<file path="src/rtl/lsc_pkg.sv">
`default_nettype none
package lsc_pkg;

  localparam int unsigned MAX_SPACING_DEF  = 16;
  localparam int unsigned SAMPLE_WIDTH_DEF = 24;

  localparam int unsigned CFG_DATA_W = 32;
  localparam int unsigned CFG_IDX_W  = 1;
  localparam int unsigned SPACING_W  = 5;

  typedef enum logic [CFG_IDX_W-1:0] {
    REG_SPACING    = 1'b0,
    REG_NOISE_SEED = 1'b1
  } reg_idx_e;

  localparam logic [31:0] SEED_RESET  = 32'd2463534242;
  localparam int          THR_Q       = 952641;
  localparam int          CEIL_Q      = 985661;
  localparam int          SLEW_K_Q    = 1466540;
  localparam int          NOISE_K_Q32 = 326417514;
  localparam logic [40:0] CEIL_Q40    = 41'd1033540930109;

  localparam int unsigned MUL_AW = 34;
  localparam int unsigned MUL_BW = 30;
  localparam int unsigned PROD_W = 64;
  localparam int unsigned K_W    = 29;

  typedef struct packed {
    logic load_in;
    logic mul_k;
    logic load_k;
    logic mul_blend;
    logic neg_side;
    logic blend_b_x;
    logic wr_held_blend;
    logic wr_held_ceil;
    logic wr_x_blend;
    logic pos_upd;
    logic neg_upd;
    logic shift;
    logic scan;
    logic start_mag;
    logic wr_held_div;
    logic mul_slew;
    logic start_pc;
    logic finish;
  } lsc_cmd_t;

  typedef struct packed {
    logic pos_flag;
    logic neg_flag;
    logic x_gt_thr;
    logic x_lt_nthr;
    logic x_lt_held;
    logic x_gt_held;
    logic scan_last;
    logic div_busy;
    logic out_free;
  } lsc_stat_t;

endpackage
`default_nettype wire

</file>
<file path="src/rtl/lsc_ctrl.sv">
`default_nettype none
module lsc_ctrl (
  input  logic               clk_i,
  input  logic               rst_ni,
  input  logic               in_valid_i,
  output logic               in_ready_o,
  input  lsc_pkg::lsc_stat_t stat_i,
  output lsc_pkg::lsc_cmd_t  cmd_o
);
  import lsc_pkg::*;

  typedef enum logic [4:0] {
    ST_IDLE, ST_KMUL, ST_KLOAD, ST_P1, ST_P1W, ST_P2, ST_P2W, ST_N1, ST_N1W,
    ST_N2, ST_N2W, ST_SHIFT, ST_SCAN, ST_MDIV, ST_MDIVW, ST_SMUL, ST_DSET,
    ST_PDIVW, ST_FIN
  } state_e;

  state_e state_q;
  state_e state_d;

  always_comb begin
    state_d = state_q;
    cmd_o   = '0;
    case (state_q)
      ST_IDLE: begin
        if (in_valid_i) begin
          cmd_o.load_in = 1'b1;
          state_d       = ST_KMUL;
        end
      end
      ST_KMUL: begin
        cmd_o.mul_k = 1'b1;
        state_d     = ST_KLOAD;
      end
      ST_KLOAD: begin
        cmd_o.load_k = 1'b1;
        state_d      = ST_P1;
      end
      ST_P1: begin
        cmd_o.blend_b_x = 1'b1;
        if (stat_i.pos_flag && stat_i.x_lt_held) begin
          cmd_o.mul_blend = 1'b1;
          state_d         = ST_P1W;
        end else begin
          cmd_o.wr_held_ceil = stat_i.pos_flag;
          state_d            = ST_P2;
        end
      end
      ST_P1W: begin
        cmd_o.wr_held_blend = 1'b1;
        state_d             = ST_P2;
      end
      ST_P2: begin
        cmd_o.pos_upd = 1'b1;
        if (stat_i.x_gt_thr) begin
          cmd_o.mul_blend = 1'b1;
          state_d         = ST_P2W;
        end else begin
          state_d = ST_N1;
        end
      end
      ST_P2W: begin
        cmd_o.wr_x_blend = 1'b1;
        state_d          = ST_N1;
      end
      ST_N1: begin
        cmd_o.neg_side  = 1'b1;
        cmd_o.blend_b_x = 1'b1;
        if (stat_i.neg_flag && stat_i.x_gt_held) begin
          cmd_o.mul_blend = 1'b1;
          state_d         = ST_N1W;
        end else begin
          cmd_o.wr_held_ceil = stat_i.neg_flag;
          state_d            = ST_N2;
        end
      end
      ST_N1W: begin
        cmd_o.neg_side      = 1'b1;
        cmd_o.wr_held_blend = 1'b1;
        state_d             = ST_N2;
      end
      ST_N2: begin
        cmd_o.neg_side = 1'b1;
        cmd_o.neg_upd  = 1'b1;
        if (stat_i.x_lt_nthr) begin
          cmd_o.mul_blend = 1'b1;
          state_d         = ST_N2W;
        end else begin
          state_d = ST_SHIFT;
        end
      end
      ST_N2W: begin
        cmd_o.neg_side   = 1'b1;
        cmd_o.wr_x_blend = 1'b1;
        state_d          = ST_SHIFT;
      end
      ST_SHIFT: begin
        cmd_o.shift = 1'b1;
        state_d     = ST_SCAN;
      end
      ST_SCAN: begin
        cmd_o.scan = 1'b1;
        if (stat_i.scan_last) begin
          state_d = (stat_i.pos_flag || stat_i.neg_flag) ? ST_MDIV : ST_SMUL;
        end
      end
      ST_MDIV: begin
        cmd_o.start_mag = 1'b1;
        state_d         = ST_MDIVW;
      end
      ST_MDIVW: begin
        if (!stat_i.div_busy) begin
          cmd_o.wr_held_div = 1'b1;
          state_d           = ST_SMUL;
        end
      end
      ST_SMUL: begin
        cmd_o.mul_slew = 1'b1;
        state_d        = ST_DSET;
      end
      ST_DSET: begin
        cmd_o.start_pc = 1'b1;
        state_d        = ST_PDIVW;
      end
      ST_PDIVW: begin
        if (!stat_i.div_busy) begin
          state_d = ST_FIN;
        end
      end
      ST_FIN: begin
        if (stat_i.out_free) begin
          cmd_o.finish = 1'b1;
          state_d      = ST_IDLE;
        end
      end
      default: begin
        state_d = ST_IDLE;
      end
    endcase
  end

  always_ff @(posedge clk_i or negedge rst_ni) begin
    if (!rst_ni) begin
      state_q <= ST_IDLE;
    end else begin
      state_q <= state_d;
    end
  end

  assign in_ready_o = (state_q == ST_IDLE);

endmodule
`default_nettype wire

</file>
<file path="config.mk">
export PLATFORM = sky130hd
export DESIGN_NAME = lsc_ctrl
export DESIGN_NICKNAME = d
export VERILOG_FILES = /design/src/rtl/lsc_pkg.sv /design/src/rtl/lsc_ctrl.sv
export SDC_FILE = /design/constraint.sdc
export NUM_CORES = 1
export LEC_CHECK = 0
export BUFFER_PORTS_ARGS = -buffer_cell sky130_fd_sc_hd__buf_2
export CORE_UTILIZATION = 30
export CTS_CLUSTER_DIAMETER = 120
export DETAILED_ROUTE_END_ITERATION = 6
export PLACE_DENSITY = 0.57
export SETUP_SLACK_MARGIN = 0.15
export SLEW_MARGIN = 25
export SYNTH_ARGS = -nofsm -noshare
export SYNTH_HDL_FRONTEND = slang
export SYNTH_SLANG_ARGS = --single-unit
</file>
<file path="constraint.sdc">
create_clock -name clk_i -period 1.75 [get_ports clk_i]
set_input_delay 0.2625 -clock clk_i [delete_from_list [all_inputs] [get_ports clk_i]]
set_output_delay 0.2625 -clock clk_i [all_outputs]
set_load 0.1 [all_outputs]
</file>
==> results.toml, run 1 <==
[timing]
worst-ep-kind = "output port"
worst_endpoint = "cmd_o[14]"

[die]
die_x_um = 47.0
num_io_pins = 31
row_count = 15
start_util_pct = 33.4
die_y_um = 47.0

[synth]
ys_ff_latch = 5
yosys-top-cells-area = "dfrtp_1, nor2_1, nor3_1"
synth_cell_types = 34
synth.largest_area_cell = "dfrtp_1"
synth_top_family_by_area = "simple AND/OR/NAND/NOR gates"
synthArstFlopShare_pct = 100
synth_simple_gate_area_share_pct = 53.1
yosys.area_share.xor_xnor_pct = 1.44
netlist_instances = 93
synthAdderAreaFrac_pct = 0
ys.flop_type = "dfrtp_1"
synth_compound_area_share_pct = 16.5
synthTopCellsByCount = "nor2_1, nand2_1, nor3_1"
ys_seq_area_share_pct = 20.6
syn_area_per_cell_um2 = 6.54
muxShareOfSynthArea_pct = 0
syn_area_um2 = 608
synth_nets = 105
synth_edf_count = 0
synth.most_common_cell = "nor2_1"
yosys_warnings = 0
synth_top_area_share_pct = 20.6

[global_route]
grt_start_max_net_pins = 13
antenna_found_initial = 0

[place]
place_hpwl_um = 1740
place_congestion = 0.879
io_buffers = 30

[outcome]
status = "stopped before the end"
stop_error = "[ERROR DPL-0033] detailed placement checks failed during check placement."
haltStage = "global routing (5_1_grt)"

[clock_network]
clock_path_buffers = 2
numCtsBuffers = 3
h-tree-depth = 1
root_buffer = "clkbuf_4"
clock_sinks = 5
## kinds of logic after synthesis
family | Yosys count
XOR/XNOR | 1
AND/OR/NAND/NOR | 59
flip-flops | 5
AO/OA/AOI/OAI | 16
buffers and inverters | 12
## what timing repair did
| item | CTS |
|---|---|
| setup endpoints to repair | 21 |
| hold buffers | 1 |
| buffers inserted | 19 |
| resized for setup | 34 |
| pin swaps | 20 |
| endpoints found under the hold margin | 5 |
| gates cloned | 1 |
## stage by stage
| step | setup TNS, ns | cells | cell area (um2) | setup WS (ns) |
|---|---|---|---|---|
| CTS | -0.284 | 177 | 1700 | -0.0608 |
| floorplan | -5.39 | 93 | 890 | -0.881 |
| detailed placement | 0 | 152 | 1360 | 0.0818 |
| global placement | 0 | 152 | 1360 | 0.120 |
==> run 2, diff against run 1 <==
--- a/config.mk
+++ b/config.mk
@@ -6,11 +6,10 @@
 export NUM_CORES = 1
 export LEC_CHECK = 0
 export BUFFER_PORTS_ARGS = -buffer_cell sky130_fd_sc_hd__buf_2
-export CORE_UTILIZATION = 30
-export CTS_CLUSTER_DIAMETER = 120
+export CORE_AREA = 2 2 63 65
 export DETAILED_ROUTE_END_ITERATION = 6
-export PLACE_DENSITY = 0.57
-export SETUP_SLACK_MARGIN = 0.15
+export DIE_AREA = 0 0 65 67
+export PLACE_DENSITY_LB_ADDON = 0.15
 export SLEW_MARGIN = 25
 export SYNTH_ARGS = -nofsm -noshare
 export SYNTH_HDL_FRONTEND = slang
==> results.toml, run 2 <==
[worst_hold_path]
min_path_type = "input port to async pin"

[route]
drt-vias-per-instance = 4.44
ant_nets = 0
firstDrtPassIters = 4
vias = 840
drtIter0Drc = 28
drt_wl_total_um = 2490
wl_per_cell_um = 13.2
drc = 0

[cells_and_area]
largest_reg_flops = 5
nets = 154
final_cell_mix = "buf_12, buf_4, buf_2"
area_delta_synth_final_pct = 164
layout_commonest_cell = "buf_12"
final_core_util_pct = 44.6
n_fill_cell = 356
antenna_cells = 0
top_regs = "state_q x5"
multi_input_area_um2 = 702
regArea_um2 = 131
top_register = "state_q"
drive_gt1_share_pct = 70.2

[synth]
syn_area_per_cell_um2 = 6.54
yosys.area_share.xor_xnor_pct = 1.44
synth.largest_area_cell = "dfrtp_1"
synthArstFlopShare_pct = 100
synth_cell_types = 34
synthTopCellsByCount = "nor2_1, nand2_1, nor3_1"
syn_area_um2 = 608
synth_top_family_by_area = "simple AND/OR/NAND/NOR gates"
synth_compound_area_share_pct = 16.5
synth_nets = 105
yosys-top-cells-area = "dfrtp_1, nor2_1, nor3_1"
ys_ff_latch = 5
ys.flop_type = "dfrtp_1"
netlist_instances = 93
synth_top_area_share_pct = 20.6
synth.most_common_cell = "nor2_1"
synth_simple_gate_area_share_pct = 53.1
muxShareOfSynthArea_pct = 0
synth_edf_count = 0
ys_seq_area_share_pct = 20.6
synthAdderAreaFrac_pct = 0
yosys_warnings = 0

[global_route]
grt_start_max_net_pins = 14
antenna_found_initial = 0
grt_pass1_wl_um = 4020
grt_pass1_vias = 872
grt_remaining_overflow = 0
grt_util_all_layers_pct = 12.0

[timing]
setup_viol = 5
relSlewSlack_pct = 78.4
tightest_slew_ns = 0.320
post-route-min-period_ns = 1.80
period_share_pct = 103
hold_viol_final = 0
setup_ws_ns = -0.0536
finalClockSkew_ns = 0.00195
fin_setup_tns_ns = -0.131
max_freq_mhz = 554
fin_hold_ws_ns = 0.380
rsz0062_at_grt = "true"
drv_slew = 0

[critical_path]
crit_path_end_kind = "primary output"
r2r_slack_ns = -0.01
worstPathArrival_ns = 1.54
critPathKind = "flip-flop to primary output"
crit_required_ns = 1.49
rr_worst_depth = 6
cp_max_fo = 7
startpoint_type = "flip-flop"

[clock_network]
path_clk_slew_ns = 0.04
clock_latency_ns = 0.23
cts_tree = "done"
numCtsBuffers = 3
clock_sinks = 5
clock_path_buffers = 2
root_buffer = "clkbuf_8"
h-tree-depth = 1

[die]
die_x_um = 65
start_util_pct = 16.9
core-area_um2 = 3610
row_count = 22
dieArea_um2 = 4360
num_io_pins = 31
die_y_um = 67

[place]
io_buffers = 30
place_ws_ns = 0.109
place_hpwl_um = 1840
place_congestion = 0.771

[outcome]
violations = "setup timing"
status = "finished with violations"

[run]
cap_violations = 0
[run 2: layer usage]
layer / track usage (%) / vias to the layer above / routed length [um] / share of wire, %
met5: 0 / - / 0 / 0
met4: 4.52 / 0 / 10 / 0.40
met3: 2.20 / 2 / 67 / 2.7
met2: 21.5 / 20 / 1370 / 55
met1: 14.1 / 394 / 1040 / 42
li1: - / 424 / - / -
[run 2: per-stage QoR]
stage | area, um2 | cells
finish | 1610 | 189
global route | 1610 | 189
CTS | 1540 | 187
detailed placement | 1380 | 176
global placement | 1380 | 176
floorplan | 860 | 93
[run 2: final cells by class]
| class | count | area share, % |
|---|---|---|
| tap | 48 | 3.74 |
| timing repair buffer | 51 | 40.3 |
| clock buffer | 4 | 2.80 |
| multi-input combinational | 76 | 43.7 |
| sequential | 5 | 8.17 |
| inverter | 5 | 1.32 |
[run 2: worst paths after layout]
kind	end	start
min in group clk_i	state_q[0]	stat_i[1]
worst max-delay path	cmd_o[14]	state_q[3]
max in group asynchronous	state_q[3]	rst_ni
worst min register to register	state_q[3]	state_q[4]
worst max register to register	state_q[1]	state_q[2]
worst min-delay path	state_q[0]	rst_ni
[run 2: logic make-up after synthesis]
kind of cell	after synthesis
simple gates	59
xor+xnor	1
compound gates	16
buf+inv	12
flops	5
[run 2: worst max-delay path: stages (launching register included)]
cell and delay [ns]:
dfrtp_2 0.44, buf_12 0.16, nor3_4 0.18, nand3_2 0.15, o221ai_4 0.19, buf_12 0.20
[run 2: what timing repair did]
| item | 4_1_cts | 5_1_grt |
|---|---|---|
| hold buffers | 1 | 0 |
| setup buffers | 5 | 2 |
| setup endpoints to repair | 17 | 16 |
| gates cloned | 1 | 0 |
| resized for setup | 13 | 13 |
| endpoints found under the hold margin | 5 | 0 |
| pin swaps | 2 | 6 |
Power of run 2 is left out: the tool's default activity adds up to more than one toggle a clock period on the data nets, which glitch-free logic cannot reach.
==> run 3, diff against run 2 <==
--- a/config.mk
+++ b/config.mk
@@ -5,6 +5,7 @@
 export SDC_FILE = /design/constraint.sdc
 export NUM_CORES = 1
 export LEC_CHECK = 0
+export ABC_AREA = 1
 export BUFFER_PORTS_ARGS = -buffer_cell sky130_fd_sc_hd__buf_2
 export CORE_AREA = 2 2 63 65
 export DETAILED_ROUTE_END_ITERATION = 6
==> results.toml, run 3 <==
[die]
die_x_um = 65
row_count = 22
dieArea_um2 = 4360
start_util_pct = 17.9
die_y_um = 67
num_io_pins = 31
core-area_um2 = 3610

[place]
place_hpwl_um = 2020
place_congestion = 0.914
place_area_um2 = 1340
io_buffers = 30

[timing]
setup_viol = 1
fin_hold_ws_ns = 0.378
hold_viol_final = 0
post-route-min-period_ns = 1.75
finalClockSkew_ns = 0.000344
setup_ws_ns = -0.00468
rsz0062_at_grt = "true"
drv_slew = 0
relSlewSlack_pct = 85.3
max_freq_mhz = 570
period_share_pct = 100
tightest_slew_ns = 0.220

[cells_and_area]
top_regs = "state_q x5"
largest_reg_flops = 5
layout_commonest_cell = "nand2_1"
antenna_cells = 0
nets = 187
final_cell_mix = "nand2_1, buf_4, buf_12"
top_register = "state_q"
drive_gt1_share_pct = 63.2
fin_area_um2 = 1590
area_delta_synth_final_pct = 147

[route]
firstDrtPassIters = 4
vias = 934
wl_per_cell_um = 10.9
ant_nets = 0
drt_wl_total_um = 2410
drtIter0Drc = 12
drt-vias-per-instance = 4.21
drc = 0

[clock_network]
clock_latency_ns = 0.22
cts_tree = "done"
path_clk_slew_ns = 0.03
numCtsBuffers = 3
h-tree-depth = 1
clock_sinks = 5
clock_path_buffers = 2
root_buffer = "clkbuf_8"

[global_route]
grt_util_all_layers_pct = 11.5
grt_pass1_wl_um = 3870
grt_start_max_net_pins = 7
grt_remaining_overflow = 0
grt_pass1_vias = 929
antenna_found_initial = 0

[outcome]
violations = "setup timing"
status = "finished with violations"

[pwr]
power_density_nw_per_um2 = 2120
p_leak_nw = 0.724
peakVddDrop_mv = 0.740

[synth]
ys_ff_latch = 5
synth_nets = 123
ys.flop_type = "dfrtp_1"
synth.largest_area_cell = "dfrtp_1"
synth.most_common_cell = "nand2_1"
yosys_warnings = 0
yosys-top-cells-area = "dfrtp_1, nand2_1, nor2_1"
synth_cell_types = 22
synthArstFlopShare_pct = 100
synthTopCellsByCount = "nand2_1, nor2_1, inv_1"
synth_top_area_share_pct = 19.4
netlist_instances = 111
ys_seq_area_share_pct = 19.4
synth_edf_count = 0
syn_area_per_cell_um2 = 5.82
syn_area_um2 = 646

[worst_hold_path]
min_path_type = "input port to async pin"

[critical_path]
rr_worst_depth = 9
r2r_slack_ns = 0.09
path_delay_family = "buffers and inverters"
max_stage_delay_ns = 0.47
path_cells = "buf_4 -> inv_2 -> nor3_2 -> nor2_2 -> clkinvlp_4 -> buf_12"
cp_slowest_cell = "dfrtp_2"
r2r-start = "state_q[1]"
rr_endpoint = "state_q[3]"
critPathKind = "flip-flop to primary output"
cp_max_fo = 6
crit_required_ns = 1.49
worst-path-buf-inv = 4
crit_path_end_kind = "primary output"
startpoint_type = "flip-flop"
crit_cells = 6
worstPathArrival_ns = 1.49

[run]
cap_violations = 0
-- run 3: changes by cell type after synthesis, sizes merged, moves of 3 or more --
cell,previous run,this run
a21oi,5,2
buf,3,0
clkbuf,4,1
inv,5,17
nand2,8,32
nand3,5,9
nand4,0,6
nor2,15,27
nor2b,3,0
nor3,9,4
-- run 3: cell families after synthesis --
group                  count (synthesis)  synth area share (%)
buffers and inverters                 18                  12.0
flip-flops                             5                  19.4
AND/OR/NAND/NOR                       80                  60.9
AO/OA/AOI/OAI                          8                  7.75
-- run 3: power breakdown --
part / leakage [nW] / internal [mW] / switching (mW)
Sequential: 0.0576 / 0.176 / 0.102
Clock: 0.0228 / 0.156 / 0.0537
Combinational: 0.644 / 1.12 / 1.78
-- run 3: worst max path at each step --
stage,startpoint,end,slack (ns)
6_report,state_q[1],cmd_o[13],-0.005
5_1_grt,state_q[2],cmd_o[14],-0.07
4_1_cts,state_q[2],cmd_o[0],-0.0009
3_5_place_dp,state_q[4],cmd_o[13],0.1
3_3_place_gp,state_q[4],cmd_o[13],0.1
2_1_floorplan,state_q[1],cmd_o[14],-1.0
-- run 3: area by class of cell --
class / instances / area, um2
Timing Repair Buffer: 60 / 682
Multi-Input combinational cell: 88 / 599
Tap cell: 48 / 60.1
Fill cell: 360 / 2010
Clock buffer: 4 / 45.0
Sequential cell: 5 / 130
Inverter: 17 / 77.6
-- run 3: stage by stage --
stage	setup slack [ns]	TNS (ns)	total power, mW	cells	util [%]
after floorplan	-0.995	-1.52	1.88	111	-
after global placement	0.0959	0	2.79	200	37.1
after detailed placement	0.0964	0	2.79	200	37.1
after CTS	-0.000898	-0.00159	3.30	219	42.8
after global routing	-0.0665	-0.282	3.57	222	44.2
final	-0.00468	-0.00468	3.38	222	44.2
-- run 3: metal layers --
layer,GRT usage [%],wire length [um],vias to the layer above
li1,-,-,487
met1,12.4,1010,421
met2,22.2,1260,19
met3,1.01,95,7
met4,5.59,48,0
met5,0,0,-
-- run 3: what timing repair did --
| action | in CTS | in global routing |
|---|---|---|
| pin swaps | 3 | 5 |
| gates resized for setup | 16 | 12 |
| setup buffers | 14 | 3 |
| endpoints found under the setup margin | 10 | 14 |
| endpoints found under the hold margin | 5 | 0 |
| hold buffers | 1 | 0 |
Power figures use the tool's default switching activity.
==> run 4, diff against run 3 <==
--- a/config.mk
+++ b/config.mk
@@ -10,7 +10,7 @@
 export CORE_AREA = 2 2 63 65
 export DETAILED_ROUTE_END_ITERATION = 6
 export DIE_AREA = 0 0 65 67
-export PLACE_DENSITY_LB_ADDON = 0.15
+export PLACE_DENSITY = 0.5
 export SLEW_MARGIN = 25
 export SYNTH_ARGS = -nofsm -noshare
 export SYNTH_HDL_FRONTEND = slang
==> results.toml, run 4 (synthesized netlist as in run 3, its figures left out) <==
[critical_path]
cp_max_fo = 7
worstPathArrival_ns = 1.53
crit_path_end_kind = "primary output"
critPathKind = "flip-flop to primary output"
crit_required_ns = 1.49
startpoint_type = "flip-flop"

[clock_network]
cts_tree = "done"
numCtsBuffers = 3
clock_latency_ns = 0.22
path_clk_slew_ns = 0.04
clock_path_buffers = 2
h-tree-depth = 1
clock_sinks = 5
root_buffer = "clkbuf_8"

[cells_and_area]
antenna_cells = 0
layout_commonest_cell = "buf_4"
n_fill_cell = 358
final_cell_mix = "buf_4, nand2_1, buf_12"
regArea_um2 = 130
top_register = "state_q"
top_regs = "state_q x5"
nets = 184
multi_input_area_um2 = 601
final_core_util_pct = 43.2
area_delta_synth_final_pct = 141
largest_reg_flops = 5
drive_gt1_share_pct = 63.7

[die]
die_x_um = 65
dieArea_um2 = 4360
num_io_pins = 31
core-area_um2 = 3610
start_util_pct = 17.9
row_count = 22
die_y_um = 67

[outcome]
violations = "setup timing"
status = "finished with violations"

[timing]
max_freq_mhz = 558
relSlewSlack_pct = 84.0
drv_slew = 0
finalClockSkew_ns = 0.00140
hold_viol_final = 0
rsz0062_at_grt = "true"
tightest_slew_ns = 0.238
period_share_pct = 102
setup_viol = 4
post-route-min-period_ns = 1.79
setup_ws_ns = -0.0430

[pwr]
peakVddDrop_mv = 1.09
p_leak_nw = 0.708
power_mw = 3.33
power_density_nw_per_um2 = 2140

[route]
drt_wl_total_um = 2660
vias = 963
drc = 0
wl_per_cell_um = 12.1
firstDrtPassIters = 4
ant_nets = 0
drt-vias-per-instance = 4.40
drtIter0Drc = 28

[global_route]
grt_pass1_vias = 948
grt_pass1_wl_um = 4170
antenna_found_initial = 0
grt_remaining_overflow = 0
grt_start_max_net_pins = 8
grt_util_all_layers_pct = 12.5

[place]
place_congestion = 0.947
io_buffers = 30
place_hpwl_um = 2070

[worst_hold_path]
min_path_type = "input port to flip-flop"

[run]
cap_violations = 0
[run 4: changes by cell type in the layout (fill, tap and decap cells not counted), sizes merged]
| cell | change |
|---|---|
| buf | -3 |
[run 4: final timing paths]
check,startpoint,end,slack [ns],depth (start not counted)
max reg2reg,state_q[2],state_q[1],0.24,10
min reg2reg,state_q[1],state_q[1],0.68,2
min in group asynchronous,rst_ni,state_q[2],0.39,2
min,stat_i[1],state_q[0],0.38,3
max in group asynchronous,rst_ni,state_q[1],1.21,2
max,state_q[1],cmd_o[13],-0.04,6
[run 4: final cells by class]
cell class                 count  share of cell area [%]
clock buffer                   4                    2.89
inverter                      17                    4.98
multi-input combinational     88                    38.6
sequential                     5                    8.35
tap                           48                    3.86
timing repair buffer          57                    41.4
[run 4: through the flow]
stage               cells  area [um2]  setup TNS (ns)  hold WS (ns)  setup slack [ns]
floorplan             111         764           -1.52       -0.0331            -0.995
detailed placement    201        1340               0        0.0879            0.0299
global route          219        1560          -0.556         0.406            -0.115
global placement      201        1340               0        0.0835            0.0743
finish                219        1560         -0.0757         0.381           -0.0430
CTS                   216        1500         -0.0595         0.388           -0.0386
[run 4: routing by layer]
metal	track usage (%)	routed length (um)	up-vias
li1	-	-	476
met1	12.7	1030	445
met2	24.5	1430	35
met3	1.52	126	7
met4	7.18	81	0
met5	0	0	-
[run 4: critical path, stage by stage, from the launching register on]
cell and delay [ns]:
dfrtp_2 0.49, nor2_2 0.09, o21ai_2 0.15, o21ai_1 0.09, nor2_2 0.18, clkinvlp_4 0.14
buf_12 0.17
[run 4: what timing repair did]
action / CTS / global route
hold buffers: 1 / 0
gates cloned: 0 / 0
endpoints found under the setup margin: 5 / 15
hold endpoints to repair: 5 / 0
pin swaps: 4 / 5
resized for setup: 10 / 15
buffers inserted: 10 / 3
[run 4: power by group]
group          leakage (nW)  internal [mW]  total [mW]  switching, mW
sequential           0.0578          0.176       0.273         0.0970
clock                0.0228          0.156       0.215         0.0582
combinational         0.628           1.05        2.84           1.79
total                 0.708           1.39        3.33           1.95
